===== config.mk =====
export PLATFORM = sky130hd
export DESIGN_NAME = ypcb_front
export DESIGN_NICKNAME = d
export VERILOG_FILES = /design/src/hw/rtl/ypcb_pkg.sv /design/src/hw/rtl/ypcb_front.sv
export SDC_FILE = /design/constraint.sdc
export NUM_CORES = 2
export LEC_CHECK = 0
export BUFFER_PORTS_ARGS = -buffer_cell sky130_fd_sc_hd__buf_2
export CORE_UTILIZATION = 50
export DETAILED_ROUTE_END_ITERATION = 16
export GPL_ROUTABILITY_DRIVEN = 1
export PLACE_DENSITY_LB_ADDON = 0.1
export SYNTH_ARGS = -nofsm -noshare
export SYNTH_HDL_FRONTEND = slang
export SYNTH_SLANG_ARGS = --single-unit

===== constraint.sdc =====
create_clock -name i_clk -period 47.3 [get_ports i_clk]
set_clock_uncertainty 0.1 [all_clocks]
set_input_delay 9.46 -clock i_clk [delete_from_list [all_inputs] [get_ports i_clk]]
set_output_delay 9.46 -clock i_clk [all_outputs]
set_load 0.02 [all_outputs]

===== src/hw/rtl/ypcb_pkg.sv =====
// ----------------------------------------------------------------------------
// ypcb_pkg
// Types and constants shared by the yaw/pitch camera basis block.
// ----------------------------------------------------------------------------
package ypcb_pkg;

    localparam int AngW = 25;
    localparam int PitW = 24;
    localparam int VecW = 16;
    localparam int CorW = 34;
    localparam int ZW   = 33;
    localparam int AtanCount = 24;

    localparam logic signed [AngW-1:0] YawReset  = -25'sd5898240;
    localparam logic signed [AngW-1:0] YawHalf   = 25'sd11796480;
    localparam logic signed [27:0]     YawFull   = 28'sd23592960;
    localparam logic signed [PitW-1:0] PitchLim  = 24'sd5832704;
    localparam logic [15:0]            SensReset = 16'd6554;
    localparam logic signed [CorW-1:0] CorGain   = 34'sd652032874;
    localparam logic signed [ZW-1:0]   ZRight    = 33'sd1509949440;
    localparam logic signed [ZW-1:0]   ZStraight = 33'sd3019898880;

    typedef struct packed {
        logic signed [AngW-1:0] yaw;
        logic signed [PitW-1:0] pitch;
    } t_angles;

    typedef enum logic [1:0] {
        ST_IDLE,
        ST_YAW,
        ST_PITCH,
        ST_OUT
    } t_state;

    function automatic logic signed [ZW-1:0] atan_q24(input logic [4:0] i);
        logic signed [ZW-1:0] a;
        a = '0;
        case (i)
            5'd0:  a = 33'sd754974720;
            5'd1:  a = 33'sd445687602;
            5'd2:  a = 33'sd235489088;
            5'd3:  a = 33'sd119537938;
            5'd4:  a = 33'sd60000934;
            5'd5:  a = 33'sd30029717;
            5'd6:  a = 33'sd15018523;
            5'd7:  a = 33'sd7509720;
            5'd8:  a = 33'sd3754917;
            5'd9:  a = 33'sd1877466;
            5'd10: a = 33'sd938734;
            5'd11: a = 33'sd469367;
            5'd12: a = 33'sd234683;
            5'd13: a = 33'sd117342;
            5'd14: a = 33'sd58671;
            5'd15: a = 33'sd29335;
            5'd16: a = 33'sd14668;
            5'd17: a = 33'sd7334;
            5'd18: a = 33'sd3667;
            5'd19: a = 33'sd1833;
            5'd20: a = 33'sd917;
            5'd21: a = 33'sd458;
            5'd22: a = 33'sd229;
            5'd23: a = 33'sd115;
            default: a = '0;
        endcase
        return a;
    endfunction

    function automatic logic signed [VecW-1:0] sat_unit(input logic signed [35:0] v);
        logic signed [VecW-1:0] r;
        if (v > 36'sd16384) begin
            r = 16'sd16384;
        end else if (v < -36'sd16384) begin
            r = -16'sd16384;
        end else begin
            r = v[VecW-1:0];
        end
        return r;
    endfunction

endpackage


===== src/hw/rtl/ypcb_front.sv =====
// ----------------------------------------------------------------------------
// ypcb_front
// Accepts delta requests, scales them, updates yaw and pitch, and pushes the
// new angle pair into a two-entry queue toward the basis engine.
// ----------------------------------------------------------------------------
module ypcb_front import ypcb_pkg::*; (
    input  logic                    i_clk,
    input  logic                    i_rst_n,
    input  logic                    i_cfg_we,
    input  logic [15:0]             i_cfg_data,
    input  logic                    i_valid,
    output logic                    o_ready,
    input  logic signed [15:0]      i_delta_x,
    input  logic signed [15:0]      i_delta_y,
    output logic                    o_q_valid,
    input  logic                    i_q_pop,
    output t_angles                 o_q_data
);

    localparam logic signed [29:0] YawFull1 = 30'(YawFull);
    localparam logic signed [29:0] YawFull2 = YawFull1 <<< 1;
    localparam logic signed [29:0] YawFull4 = YawFull1 <<< 2;
    localparam logic signed [29:0] YawFull8 = YawFull1 <<< 3;

    logic [15:0]            r_sens;
    logic signed [AngW-1:0] r_yaw;
    logic signed [PitW-1:0] r_pitch;
    t_angles                r_q [2];
    logic                   r_wp;
    logic                   r_rp;
    logic [1:0]             r_cnt;

    logic signed [32:0] n_mx;
    logic signed [32:0] n_my;
    logic signed [28:0] n_incx;
    logic signed [28:0] n_incy;
    logic signed [29:0] n_ys;
    logic signed [29:0] n_ps;
    logic signed [AngW-1:0] n_yaw;
    logic signed [PitW-1:0] n_pitch;
    logic               push;

    assign o_ready = (r_cnt != 2'd2);
    assign push    = i_valid && o_ready;
    assign o_q_valid = (r_cnt != 2'd0);
    assign o_q_data  = r_q[r_rp];

    always_comb begin
        n_mx   = 33'(i_delta_x) * $signed({1'b0, r_sens}) + 33'sd8;
        n_my   = 33'(i_delta_y) * $signed({1'b0, r_sens}) + 33'sd8;
        n_incx = n_mx[32:4];
        n_incy = n_my[32:4];
        // bias by eight turns, then strip turns in binary steps
        n_ys   = 30'(r_yaw) + 30'(n_incx) + 30'(YawHalf) + YawFull8;
        if (n_ys >= YawFull8) begin
            n_ys = n_ys - YawFull8;
        end
        if (n_ys >= YawFull4) begin
            n_ys = n_ys - YawFull4;
        end
        if (n_ys >= YawFull2) begin
            n_ys = n_ys - YawFull2;
        end
        if (n_ys >= YawFull1) begin
            n_ys = n_ys - YawFull1;
        end
        n_yaw = AngW'(n_ys - 30'(YawHalf));
        n_ps  = 30'(r_pitch) + 30'(n_incy);
        if (n_ps > 30'(PitchLim)) begin
            n_pitch = PitchLim;
        end else if (n_ps < -30'(PitchLim)) begin
            n_pitch = -PitchLim;
        end else begin
            n_pitch = n_ps[PitW-1:0];
        end
    end

    always_ff @(posedge i_clk) begin
        if (!i_rst_n) begin
            r_sens  <= SensReset;
            r_yaw   <= YawReset;
            r_pitch <= '0;
            r_wp    <= 1'b0;
            r_rp    <= 1'b0;
            r_cnt   <= '0;
        end else begin
            if (i_cfg_we) begin
                r_sens <= i_cfg_data;
            end
            if (push) begin
                r_yaw   <= n_yaw;
                r_pitch <= n_pitch;
                r_wp    <= ~r_wp;
            end
            if (i_q_pop) begin
                r_rp <= ~r_rp;
            end
            r_cnt <= r_cnt + 2'(push) - 2'(i_q_pop);
        end
    end

    always_ff @(posedge i_clk) begin
        if (push) begin
            r_q[r_wp] <= '{yaw: n_yaw, pitch: n_pitch};
        end
    end

    ap_no_overflow: assert property (@(posedge i_clk) disable iff (!i_rst_n)
        r_cnt <= 2'd2) else $error("queue count overflow");
    ap_pop_valid: assert property (@(posedge i_clk) disable iff (!i_rst_n)
        i_q_pop |-> r_cnt != 2'd0) else $error("pop from empty queue");
    ap_pitch_lim: assert property (@(posedge i_clk) disable iff (!i_rst_n)
        r_pitch <= PitchLim && r_pitch >= -PitchLim) else $error("pitch out of range");

endmodule


==> flow_metrics.env <==
export IMPL_cts_buffers=17
export IMPL_yosysMostFrequentCell="inv_1"
export IMPL_rr_startpoint="r_sens[3]"
export IMPL_globalRouteTotalUtil_pct=24.7
export IMPL_dr_wl_met3_um=2040
export IMPL_clk_path_buf_depth=2
export IMPL_maxCapViolCount=0
export IMPL_wl_met1_um=29200
export IMPL_fillers=5291
export IMPL_hp_start="r_yaw[1]"
export IMPL_antenna_found_initial=1
export IMPL_port_buffers=103
export IMPL_grt_pass1_vias=22868
export IMPL_nets=3991
export IMPL_cts_root_buf="clkbuf_16"
export IMPL_critical_path_class="primary input to register"
export IMPL_place_detailed_hpwl_um=55600
export IMPL_initial_utilization_pct=50.7
export IMPL_hold_viol_final=0
export IMPL_synthesis_nets=3978
export IMPL_fp_dieArea_um2=58400
export IMPL_totalWireLength_um=71200
export IMPL_synth_edf_count=98
export IMPL_post_cts_buffers=0
export IMPL_period_share_pct=47.9
export IMPL_vias_per_cell=5.53
export IMPL_worst_pin_slew_ns=1.13
export IMPL_yosysTopAreaCellShare_pct=27.3
export IMPL_clkTransAtPathRegs_ns=0.07
export IMPL_yosys_area_top_type="fa_1"
export IMPL_synth_seq_cells=168
export IMPL_ctsResizeCount=0
export IMPL_syn_cell_area_um2=28700
export IMPL_cp_end_kind="register"
export IMPL_worstPathRequired_ns=47.40
export IMPL_r2r_end="r_q[0][48]"
export IMPL_crit_top_cell="o21ai_0"
export IMPL_seq_area_frac_synth_pct=15.1
export IMPL_crit_path_top_delay_cell="xor2_1"
export IMPL_cts_htree_levels=4
export IMPL_cts_tree="done"
export IMPL_start_kind="primary input"
export IMPL_synth_common_cells="inv_1 (592), fa_1 (392), nand2_1 (387)"
export IMPL_grt_max_degree=50
export IMPL_top_layer="met5"
export IMPL_num_vias=22066
export IMPL_path_max_fanout=17
export IMPL_ys_types=102
export IMPL_final_setup_viol_count=0
export IMPL_crit_arrival_ns=22.75
export IMPL_num_rows=87
export IMPL_worst_path_largest_cell_delay_ns=0.74
export IMPL_wl_per_cell_um=17.8
export IMPL_syn_area_per_cell_um2=8.95
export IMPL_synth_async_reset_ratio_pct=0
export IMPL_rsz0062_at_grt="false"
export IMPL_period_needed_ns=22.65
export IMPL_ys_flop_type="edfxtp_1"
export IMPL_worstSkewPairLatency_ns=0.46
export IMPL_hold_depth=2
export IMPL_cts_sinks=168
export IMPL_syn_to_final_growth_pct=5.95
export IMPL_io_pins=104
export IMPL_place_gp_congestion=0.852
export IMPL_max_freq_mhz=44.2
export IMPL_drtAntennaViolNets=0
export IMPL_drc_errors=0
export IMPL_drive_gt1_share_pct=8.47
export IMPL_dr_pass1_iters=6
export IMPL_status="completed"
export IMPL_synth_cells=3208
export IMPL_die_w_um=242
export IMPL_dieHeight_um=242
export IMPL_grt_overflow=0
export IMPL_yosys_top_cells_area="fa_1 (27%), ha_1 (14%), edfxtp_1 (10%), inv_1 (7.7%), nand2_1 (5.1%)"
export IMPL_slew_viol_final=0
export IMPL_reg2reg_slack_ns=33.00
export IMPL_yosysWarningCount=0
export IMPL_wl_met2_um=38100
export IMPL_min_to="r_yaw[1]"
export IMPL_hold_buffers=0
export IMPL_rr_worst_depth=53
export IMPL_final_setup_tns_ns=0
export IMPL_grt_pass1_wl_um=117000
export IMPL_hp_class="register to register"
export IMPL_drtIter0Drc=938
export IMPL_core_area_um2=56600
export IMPL_max_slew_margin_pct=24.5
-- sequential cells by signal (all words and copies together), names as in the netlist, named ones only --
name / cells
r_yaw: 25
r_sens: 16
r_cnt: 2
r_pitch: 24
r_q: 98
r_rp: 1
r_wp: 1
-- layout by cell type, fill, tap and decap left out, drive strengths merged, types with 8 or more instances in the layout --
| cell type | n |
|---|---|
| a2111oi | 10 |
| a211oi | 24 |
| a21boi | 23 |
| a21o | 20 |
| a21oi | 100 |
| a22o | 17 |
| a31o | 8 |
| a31oi | 19 |
| and2 | 216 |
| and3 | 13 |
| buf | 125 |
| clkbuf | 18 |
| clkinv | 8 |
| dfxtp | 70 |
| edfxtp | 98 |
| fa | 392 |
| ha | 325 |
| inv | 598 |
| mux2 | 53 |
| mux2i | 26 |
| nand2 | 388 |
| nand2b | 32 |
| nand3 | 41 |
| nand3b | 12 |
| nor2 | 153 |
| nor2b | 23 |
| nor3 | 54 |
| nor4 | 9 |
| o2111ai | 8 |
| o211ai | 29 |
| o21a | 8 |
| o21ai | 86 |
| o31ai | 15 |
| or2 | 10 |
| or3 | 12 |
| xnor2 | 66 |
| xor2 | 25 |
-- cell type report --
type / count / area (um2) / area share, %
clock inverters: 14 / 140 / 0.460
diodes: 1 / 2.50 / 0.00822
inverters: 594 / 2230 / 7.33
clock buffers: 18 / 429 / 1.41
repair buffers: 125 / 681 / 2.24
multi-input cells: 2315 / 21700 / 71.2
well taps: 756 / 946 / 3.11
flip-flops and latches: 168 / 4350 / 14.3
-- stage by stage --
stage	hold slack [ns]	worst slack, ns	cell area [um2]	utilization [%]	instances
6_report	0.364	24.65	30400	53.8	3991
5_1_grt	0.384	23.57	30400	53.8	3990
4_1_cts	0.365	24.69	30400	53.8	3990
3_5_place_dp	0.354	24.29	29900	52.8	3958
3_3_place_gp	0.348	24.57	29900	52.8	3958
2_1_floorplan	0.332	25.68	28700	-	3208
-- per-layer routing --
layer / vias up / GRT usage [%]
met1: 11141 / 29.3
li1: 10397 / -
met2: 427 / 46.7
met5: - / 0
met4: 2 / 7.59
met3: 99 / 2.51
-- cells by family (layout without fill, tap and decap cells) --
| group | after synthesis | count (layout) | share of synthesized area, % |
|---|---|---|---|
| and+or+nand+nor | 986 | 986 | 16.7 |
| xor gates and xnor gates | 91 | 91 | 2.89 |
| DFF | 168 | 168 | 15.1 |
| adders and majority gates | 717 | 717 | 41.5 |
| other | 0 | 1 | 0 |
| AOI/OAI and AO/OA | 442 | 442 | 11.3 |
| buffers and inverters | 725 | 751 | 9.51 |
| muxes | 79 | 79 | 2.98 |
-- worst max-delay path by stage --
stage / slack, ns / cells past startpoint / startpoint / end
final: 24.65 / 53 / i_delta_x[1] / r_q[0][48]
after global routing: 23.57 / 53 / i_delta_x[1] / r_q[1][48]
after CTS: 24.69 / 53 / i_delta_x[1] / r_q[1][48]
after detailed placement: 24.29 / 53 / i_delta_x[1] / r_q[0][48]
after global placement: 24.57 / 52 / i_delta_x[1] / r_q[0][48]
after floorplan: 25.68 / 55 / i_delta_x[1] / r_q[0][48]
-- critical path: cells and delay by family --
kind                     cells  cell delay (ns)
AO/OA/AOI/OAI               28             7.28
adder cells (fa/ha/maj)     10             3.67
AND/OR/NAND/NOR              8             1.06
XOR/XNOR                     2             0.80
buffers and inverters        5             0.47
Power is not shown: default switching activity piles up to over one toggle a cycle in this logic, so the estimate is an artifact.
