File: src/hw/rtl/ypcb_pkg.sv
// ----------------------------------------------------------------------------
// ypcb_pkg
// Types and constants shared by the yaw/pitch camera basis block.
// ----------------------------------------------------------------------------
package ypcb_pkg;

    localparam int AngW = 25;
    localparam int PitW = 24;
    localparam int VecW = 16;
    localparam int CorW = 34;
    localparam int ZW   = 33;
    localparam int AtanCount = 24;

    localparam logic signed [AngW-1:0] YawReset  = -25'sd5898240;
    localparam logic signed [AngW-1:0] YawHalf   = 25'sd11796480;
    localparam logic signed [27:0]     YawFull   = 28'sd23592960;
    localparam logic signed [PitW-1:0] PitchLim  = 24'sd5832704;
    localparam logic [15:0]            SensReset = 16'd6554;
    localparam logic signed [CorW-1:0] CorGain   = 34'sd652032874;
    localparam logic signed [ZW-1:0]   ZRight    = 33'sd1509949440;
    localparam logic signed [ZW-1:0]   ZStraight = 33'sd3019898880;

    typedef struct packed {
        logic signed [AngW-1:0] yaw;
        logic signed [PitW-1:0] pitch;
    } t_angles;

    typedef enum logic [1:0] {
        ST_IDLE,
        ST_YAW,
        ST_PITCH,
        ST_OUT
    } t_state;

    function automatic logic signed [ZW-1:0] atan_q24(input logic [4:0] i);
        logic signed [ZW-1:0] a;
        a = '0;
        case (i)
            5'd0:  a = 33'sd754974720;
            5'd1:  a = 33'sd445687602;
            5'd2:  a = 33'sd235489088;
            5'd3:  a = 33'sd119537938;
            5'd4:  a = 33'sd60000934;
            5'd5:  a = 33'sd30029717;
            5'd6:  a = 33'sd15018523;
            5'd7:  a = 33'sd7509720;
            5'd8:  a = 33'sd3754917;
            5'd9:  a = 33'sd1877466;
            5'd10: a = 33'sd938734;
            5'd11: a = 33'sd469367;
            5'd12: a = 33'sd234683;
            5'd13: a = 33'sd117342;
            5'd14: a = 33'sd58671;
            5'd15: a = 33'sd29335;
            5'd16: a = 33'sd14668;
            5'd17: a = 33'sd7334;
            5'd18: a = 33'sd3667;
            5'd19: a = 33'sd1833;
            5'd20: a = 33'sd917;
            5'd21: a = 33'sd458;
            5'd22: a = 33'sd229;
            5'd23: a = 33'sd115;
            default: a = '0;
        endcase
        return a;
    endfunction

    function automatic logic signed [VecW-1:0] sat_unit(input logic signed [35:0] v);
        logic signed [VecW-1:0] r;
        if (v > 36'sd16384) begin
            r = 16'sd16384;
        end else if (v < -36'sd16384) begin
            r = -16'sd16384;
        end else begin
            r = v[VecW-1:0];
        end
        return r;
    endfunction

endpackage

File: src/hw/rtl/ypcb_back.sv
// ----------------------------------------------------------------------------
// ypcb_back
// Runs an iterative CORDIC for yaw then pitch, forms the basis products in
// the output state and holds the result in an output register.
// ----------------------------------------------------------------------------
module ypcb_back import ypcb_pkg::*; #(
    parameter int CORDIC_STEPS = 16
) (
    input  logic                    i_clk,
    input  logic                    i_rst_n,
    input  logic                    i_q_valid,
    output logic                    o_q_pop,
    input  t_angles                 i_q_data,
    output logic                    o_valid,
    input  logic                    i_ready,
    output logic signed [AngW-1:0]  o_yaw_deg,
    output logic signed [PitW-1:0]  o_pitch_deg,
    output logic signed [VecW-1:0]  o_back_x,
    output logic signed [VecW-1:0]  o_back_y,
    output logic signed [VecW-1:0]  o_back_z,
    output logic signed [VecW-1:0]  o_right_x,
    output logic signed [VecW-1:0]  o_right_z,
    output logic signed [VecW-1:0]  o_up_x,
    output logic signed [VecW-1:0]  o_up_y,
    output logic signed [VecW-1:0]  o_up_z
);

    localparam int NSteps = (CORDIC_STEPS < AtanCount) ? CORDIC_STEPS : AtanCount;

    t_state r_st, n_st;
    logic [4:0]             r_i;
    logic signed [CorW-1:0] r_x, r_y;
    logic signed [ZW-1:0]   r_z;
    logic                   r_flip;
    logic signed [CorW-1:0] r_sy, r_cy, r_sp, r_cp;
    logic [2:0]             r_k;
    t_angles                r_ang;
    logic                   r_ovalid;
    logic signed [VecW-1:0] r_o [8];

    logic signed [CorW-1:0] dx, dy;
    logic                   last;
    logic signed [ZW-1:0]   z0;
    logic                   f0;
    logic signed [ZW-1:0]   zin;
    logic signed [CorW-1:0] ma, mb;
    logic signed [67:0]     pr;
    logic signed [CorW-1:0] tv;
    logic signed [35:0]     tr;
    logic                   start_yaw;

    assign last      = (r_i == 5'(NSteps - 1));
    assign start_yaw = (r_st == ST_IDLE) && i_q_valid && !r_ovalid;
    assign dx = r_y >>> r_i;
    assign dy = r_x >>> r_i;

    always_comb begin
        zin = (r_st == ST_IDLE) ? ZW'(i_q_data.yaw) <<< 8 : ZW'(r_ang.pitch) <<< 8;
        z0 = zin;
        f0 = 1'b0;
        if (zin > ZRight) begin
            z0 = zin - ZStraight;
            f0 = 1'b1;
        end else if (zin < -ZRight) begin
            z0 = zin + ZStraight;
            f0 = 1'b1;
        end
    end

    always_comb begin
        n_st = r_st;
        unique case (r_st)
            ST_IDLE:  if (start_yaw) n_st = ST_YAW;
            ST_YAW:   if (last) n_st = ST_PITCH;
            ST_PITCH: if (last) n_st = ST_OUT;
            ST_OUT:   if (r_k == 3'd7) n_st = ST_IDLE;
            default:  n_st = ST_IDLE;
        endcase
    end

    assign o_q_pop = start_yaw;

    always_comb begin
        ma = r_cy; mb = r_cp; tv = r_sp;
        case (r_k)
            3'd0: begin ma = r_cy; mb = r_cp; tv = r_sp; end
            3'd1: begin ma = r_sy; mb = r_cp; tv = r_sy; end
            3'd2: begin ma = r_sp; mb = r_cy; tv = r_cy; end
            3'd3: begin ma = r_sp; mb = r_sy; tv = r_cp; end
            default: begin ma = r_cy; mb = r_cp; tv = r_sp; end
        endcase
        pr = 68'(ma) * 68'(mb) + (68'sd1 <<< 45);
        tr = 36'((36'(tv) + 36'sd32768) >>> 16);
    end

    always_ff @(posedge i_clk) begin
        if (!i_rst_n) begin
            r_st     <= ST_IDLE;
            r_ovalid <= 1'b0;
            r_i      <= '0;
            r_k      <= '0;
        end else begin
            r_st <= n_st;
            if (r_st == ST_YAW || r_st == ST_PITCH) begin
                r_i <= last ? 5'd0 : r_i + 5'd1;
            end
            if (r_st == ST_OUT) begin
                r_k <= r_k + 3'd1;
            end else begin
                r_k <= '0;
            end
            if (r_st == ST_OUT && r_k == 3'd7) begin
                r_ovalid <= 1'b1;
            end else if (i_ready) begin
                r_ovalid <= 1'b0;
            end
        end
    end

    always_ff @(posedge i_clk) begin
        if (start_yaw) begin
            r_ang  <= i_q_data;
            r_x    <= CorGain;
            r_y    <= '0;
            r_z    <= z0;
            r_flip <= f0;
        end else if (r_st == ST_YAW || r_st == ST_PITCH) begin
            if (last && r_st == ST_YAW) begin
                r_x    <= CorGain;
                r_y    <= '0;
                r_z    <= z0;
                r_flip <= f0;
            end else if (r_z >= 0) begin
                r_x <= r_x - dx;
                r_y <= r_y + dy;
                r_z <= r_z - atan_q24(r_i);
            end else begin
                r_x <= r_x + dx;
                r_y <= r_y - dy;
                r_z <= r_z + atan_q24(r_i);
            end
            if (last) begin
                if (r_st == ST_YAW) begin
                    r_sy <= r_flip ? -(r_y + ((r_z >= 0) ? dy : -dy))
                                   :  (r_y + ((r_z >= 0) ? dy : -dy));
                    r_cy <= r_flip ? -(r_x - ((r_z >= 0) ? dx : -dx))
                                   :  (r_x - ((r_z >= 0) ? dx : -dx));
                end else begin
                    r_sp <= r_flip ? -(r_y + ((r_z >= 0) ? dy : -dy))
                                   :  (r_y + ((r_z >= 0) ? dy : -dy));
                    r_cp <= r_flip ? -(r_x - ((r_z >= 0) ? dx : -dx))
                                   :  (r_x - ((r_z >= 0) ? dx : -dx));
                end
            end
        end
        if (r_st == ST_OUT) begin
            case (r_k)
                3'd0: begin
                    r_o[0] <= -sat_unit(36'(pr >>> 46));
                    r_o[1] <= -sat_unit(tr);
                end
                3'd1: begin
                    r_o[2] <= -sat_unit(36'(pr >>> 46));
                    r_o[3] <= -sat_unit(tr);
                end
                3'd2: begin
                    r_o[6] <= -sat_unit(36'(pr >>> 46));
                    r_o[4] <= sat_unit(tr);
                end
                3'd3: begin
                    r_o[7] <= -sat_unit(36'(pr >>> 46));
                    r_o[5] <= sat_unit(tr);
                end
                default: begin
                end
            endcase
        end
    end

    assign o_valid     = r_ovalid;
    assign o_yaw_deg   = r_ang.yaw;
    assign o_pitch_deg = r_ang.pitch;
    assign o_back_x    = r_o[0];
    assign o_back_y    = r_o[1];
    assign o_back_z    = r_o[2];
    assign o_right_x   = r_o[3];
    assign o_right_z   = r_o[4];
    assign o_up_x      = r_o[6];
    assign o_up_y      = r_o[5];
    assign o_up_z      = r_o[7];

    ap_pop_idle: assert property (@(posedge i_clk) disable iff (!i_rst_n)
        o_q_pop |=> r_st == ST_YAW) else $error("pop without start");
    ap_out_done: assert property (@(posedge i_clk) disable iff (!i_rst_n)
        (r_st == ST_OUT && r_k == 3'd7) |=> o_valid) else $error("result lost");
    ap_no_start: assert property (@(posedge i_clk) disable iff (!i_rst_n)
        o_valid |-> !o_q_pop) else $error("start while result pending");

endmodule

File: config.mk
export PLATFORM = sky130hd
export DESIGN_NAME = ypcb_back
export DESIGN_NICKNAME = d
export VERILOG_FILES = /design/src/hw/rtl/ypcb_pkg.sv /design/src/hw/rtl/ypcb_back.sv
export SDC_FILE = /design/constraint.sdc
export NUM_CORES = 2
export LEC_CHECK = 0
export BUFFER_PORTS_ARGS = -buffer_cell sky130_fd_sc_hd__buf_2
export CELL_PAD_IN_SITES_DETAIL_PLACEMENT = 0
export CELL_PAD_IN_SITES_GLOBAL_PLACEMENT = 1
export CORE_MARGIN = 2
export CORE_UTILIZATION = 47
export CTS_BUF_LIST = sky130_fd_sc_hd__clkbuf_8
export DETAILED_ROUTE_END_ITERATION = 12
export PLACE_DENSITY = 0.9
export SETUP_SLACK_MARGIN = 0.1
export SYNTH_ARGS = -nofsm -noshare
export SYNTH_HDL_FRONTEND = slang
export SYNTH_SLANG_ARGS = --single-unit
export TNS_END_PERCENT = 100
File: constraint.sdc
create_clock -name i_clk -period 11.56 [get_ports i_clk]
set_input_delay 3.468 -clock i_clk [delete_from_list [all_inputs] [get_ports i_clk]]
set_output_delay 3.468 -clock i_clk [all_outputs]
set_load 0.02 [all_outputs]
==> impl_metrics.py <==
metrics = {
    "floorplanning": {
        "ios": 232,
        "fp.dieH_um": 391.6,
        "row_count": 142,
        "initial_core_util": 0.4726,
        "core-area_um2": 149400,
        "die_w_um": 391.6,
        "dieArea_um2": 153400,
    },
    "critical_path": {
        "arrival_ns": 11.62,
        "crit_top_cell": "fa_1",
        "ff2ff_setup_slack_ns": 0.40,
        "cp_slowest_stage_delay_ns": 0.57,
        "crit_cells": 42,
        "r2r-start": "r_k[0]",
        "cp-startpoint": "r_k[0]",
        "startpoint_type": "flop",
        "crit_type": "flop to flop",
        "crit_fanout": 26,
        "reg2reg_to": "r_o[0][12]",
        "critPathRequiredTime_ns": 12.01,
        "slowest_stage": "a221oi_2",
        "cp-endpoint": "r_o[0][12]",
        "rr_worst_depth": 42,
        "cp_top_family": "adder cells",
        "end_kind": "flop",
        "cp_num_buf_inv": 11,
    },
    "drt": {
        "dr.first_iter.drc_count": 6039,
        "wire_per_inst_um": 23.84,
        "ant_nets": 0,
        "num_vias": 57700,
        "drcViolationCount": 0,
        "first_pass_iters": 6,
        "avgViaCountPerCell": 5.805,
        "drt_wl_total_mm": 236.9,
    },
    "synth": {
        "synth_area_um2": 70620,
        "yosysWarnings": 0,
        "synthCells": 7468,
        "synth_area_per_cell_um2": 9.456,
        "seq_area_frac_synth": 0.1785,
        "ys_ff_latch": 456,
        "ys_types": 106,
        "synth_nets": 9104,
        "synthArstFlopShare": 0,
        "synth-edff-count": 347,
        "synth_ff_type": "edfxtp_1",
    },
    "sta": {
        "setup_slack_ns": 0.3986,
        "maxSlewHeadroom": 0.1629,
        "fin_crit_ns": 11.16,
        "fin_skew_ns": 0.04037,
        "tns_ns": 0,
        "rsz0062_at_grt": "false",
        "hold_viol": 0,
        "fin_crit_sh": 0.9655,
        "worst_pin_slew_ns": 1.253,
        "fmax_mhz": 89.59,
        "slew_violations": 0,
        "setup_violations": 0,
    },
    "place": {
        "dpl_worst_slack_ns": -0.6236,
        "hpwl_mm": 193.6,
        "port_buffers": 231,
        "place_area_um2": 77560,
        "place.gp.congestion": 1.042,
    },
    "hold_path": {
        "hold_path.class": "flop to flop",
    },
    "clock_network": {
        "cts_made_buffers": 73,
        "cts_num_sinks": 456,
        "cts_hold_buffers": 0,
        "h-tree-depth": 3,
        "cts.path.max_buffers": 3,
        "clkLatencyLatePin_ns": 0.70,
        "tritoncts": "built",
        "cts_root_buf": "clkbuf_8",
        "cts.clk_slew.worst_paths_ns": 0.06,
    },
    "final_layout": {
        "areaGrowthSynthToFinish_pct": 12.44,
        "fin_area_um2": 79400,
        "drive_gt1_frac": 0.1345,
        "final_util": 0.5314,
        "fin_nets": 9499,
    },
    "global_route": {
        "grt_start_max_net_pins": 69,
        "grt_pass1_vias": 59510,
        "grt_usage": 0.3126,
        "grt_pass1_wl_mm": 362.6,
        "antenna_found_initial": 6,
        "grt_overflow": 0,
    },
    "flow_run": {
        "cap_violations": 0,
    },
    "outcome": {
        "status": "complete, no violations",
    },
}
## logic make-up (layout without fill, tap and decap cells)
family | after synthesis | count (layout) | synth area share
AND/OR/NAND/NOR | 2248 | 2248 | 0.1390
buffers and inverters | 1677 | 2126 | 0.09075
adder cells (fa/ha/maj) | 1583 | 1583 | 0.4137
AO/OA/AOI/OAI | 1035 | 1035 | 0.1014
flip-flops | 456 | 456 | 0.1785
XOR/XNOR | 280 | 280 | 0.03473
multiplexers | 189 | 189 | 0.04190
other | 0 | 5 | 0
## per-stage QoR
step,instances,hold WS (ns)
2_1_floorplan,7468,0.4331
5_1_grt,9934,0.4904
4_1_cts,9927,0.4747
3_5_place_dp,9797,0.4622
3_3_place_gp,9797,0.4532
6_report,9938,0.4816
## per-layer routing
| metal | up-vias | wire, um | track usage |
|---|---|---|---|
| met1 | 29270 | 94510 | 0.4254 |
| met5 | - | 12 | 0 |
| met4 | 2 | 11470 | 0.1279 |
| li1 | 24900 | - | - |
| met2 | 2996 | 107400 | 0.4950 |
| met3 | 525 | 23510 | 0.05622 |
## cells in the mapped netlist, types with 82 or more instances
| cell | count | area (um^2) |
|---|---|---|
| fa_1 | 1253 | 25080 |
| a21oi_1 | 225 | 1126 |
| and2_1 | 89 | 556.8 |
| dfxtp_1 | 109 | 2182 |
| edfxtp_1 | 347 | 10420 |
| ha_1 | 330 | 4129 |
| mux4_2 | 82 | 1847 |
| xnor2_1 | 188 | 1647 |
| nor2_1 | 803 | 3014 |
| xor2_1 | 92 | 805.8 |
| nand2_1 | 893 | 3352 |
| inv_1 | 1321 | 4959 |
| clkbuf_1 | 291 | 1092 |
| o21ai_0 | 210 | 1051 |
## sequential cells by signal, summed over array words and instances (netlist names), named ones only
name         count
r_z             33
r_i              5
r_x             34
r_sy            34
o_yaw_deg       25
r_k              3
r_y             34
o_pitch_deg     24
r_cy            34
r_st             2
o_valid          1
r_cp            34
r_o            128
r_flip           1
r_sp            34
## layout make-up
| type | instances | area (um^2) |
|---|---|---|
| Fill cell | 13300 | 70020 |
| Tap cell | 2016 | 2522 |
| Timing Repair Buffer | 672 | 5505 |
| Antenna cell | 5 | 12.51 |
| Multi-Input combinational cell | 5335 | 52370 |
| Clock inverter | 51 | 334.1 |
| Clock buffer | 78 | 1074 |
| Sequential cell | 456 | 12610 |
| Inverter | 1325 | 4974 |
## what timing repair did
| action | in CTS | in global routing |
|---|---|---|
| buffers inserted | 1 | 6 |
| cloned | 0 | 0 |
| pin swaps | 1 | 13 |
| setup endpoints to repair | 52 | 36 |
| resized for setup | 19 | 69 |
## how the worst min path moves through the flow
stage / start / to / slack (ns) / cells after the start
global route: r_k[0] / r_k[0] / 0.49 / 1
detailed placement: r_k[0] / r_k[0] / 0.46 / 1
floorplan: r_k[0] / r_k[0] / 0.43 / 1
global placement: r_k[0] / r_k[0] / 0.45 / 1
CTS: r_k[0] / r_k[0] / 0.47 / 1
finish: r_k[0] / r_k[0] / 0.48 / 1
## worst register-to-register path: cells and delay by family, from the launching register on
family,cells,cell delay (ns)
DFF,1,0.35
adders and majority gates,11,4.74
and+or+nand+nor,8,1.63
muxes,1,0.14
buffers and inverters,11,1.28
AOI/OAI and AO/OA,11,2.82
## cell usage in the layout (no fill, tap or decap), types with 87 or more instances in the layout
cell type	synthesis	routed
and2_1	89	87
edfxtp_1	347	347
nor2_1	803	797
inv_1	1321	1343
dfxtp_1	109	106
buf_4	4	348
a21oi_1	225	218
nand2_1	893	892
xor2_1	92	92
fa_1	1253	1250
o21ai_0	210	207
buf_2	14	231
xnor2_1	188	188
ha_1	330	325
Power is left out: the tool's default activity adds up to more than one toggle a clock period on the data nets, which glitch-free logic cannot reach.
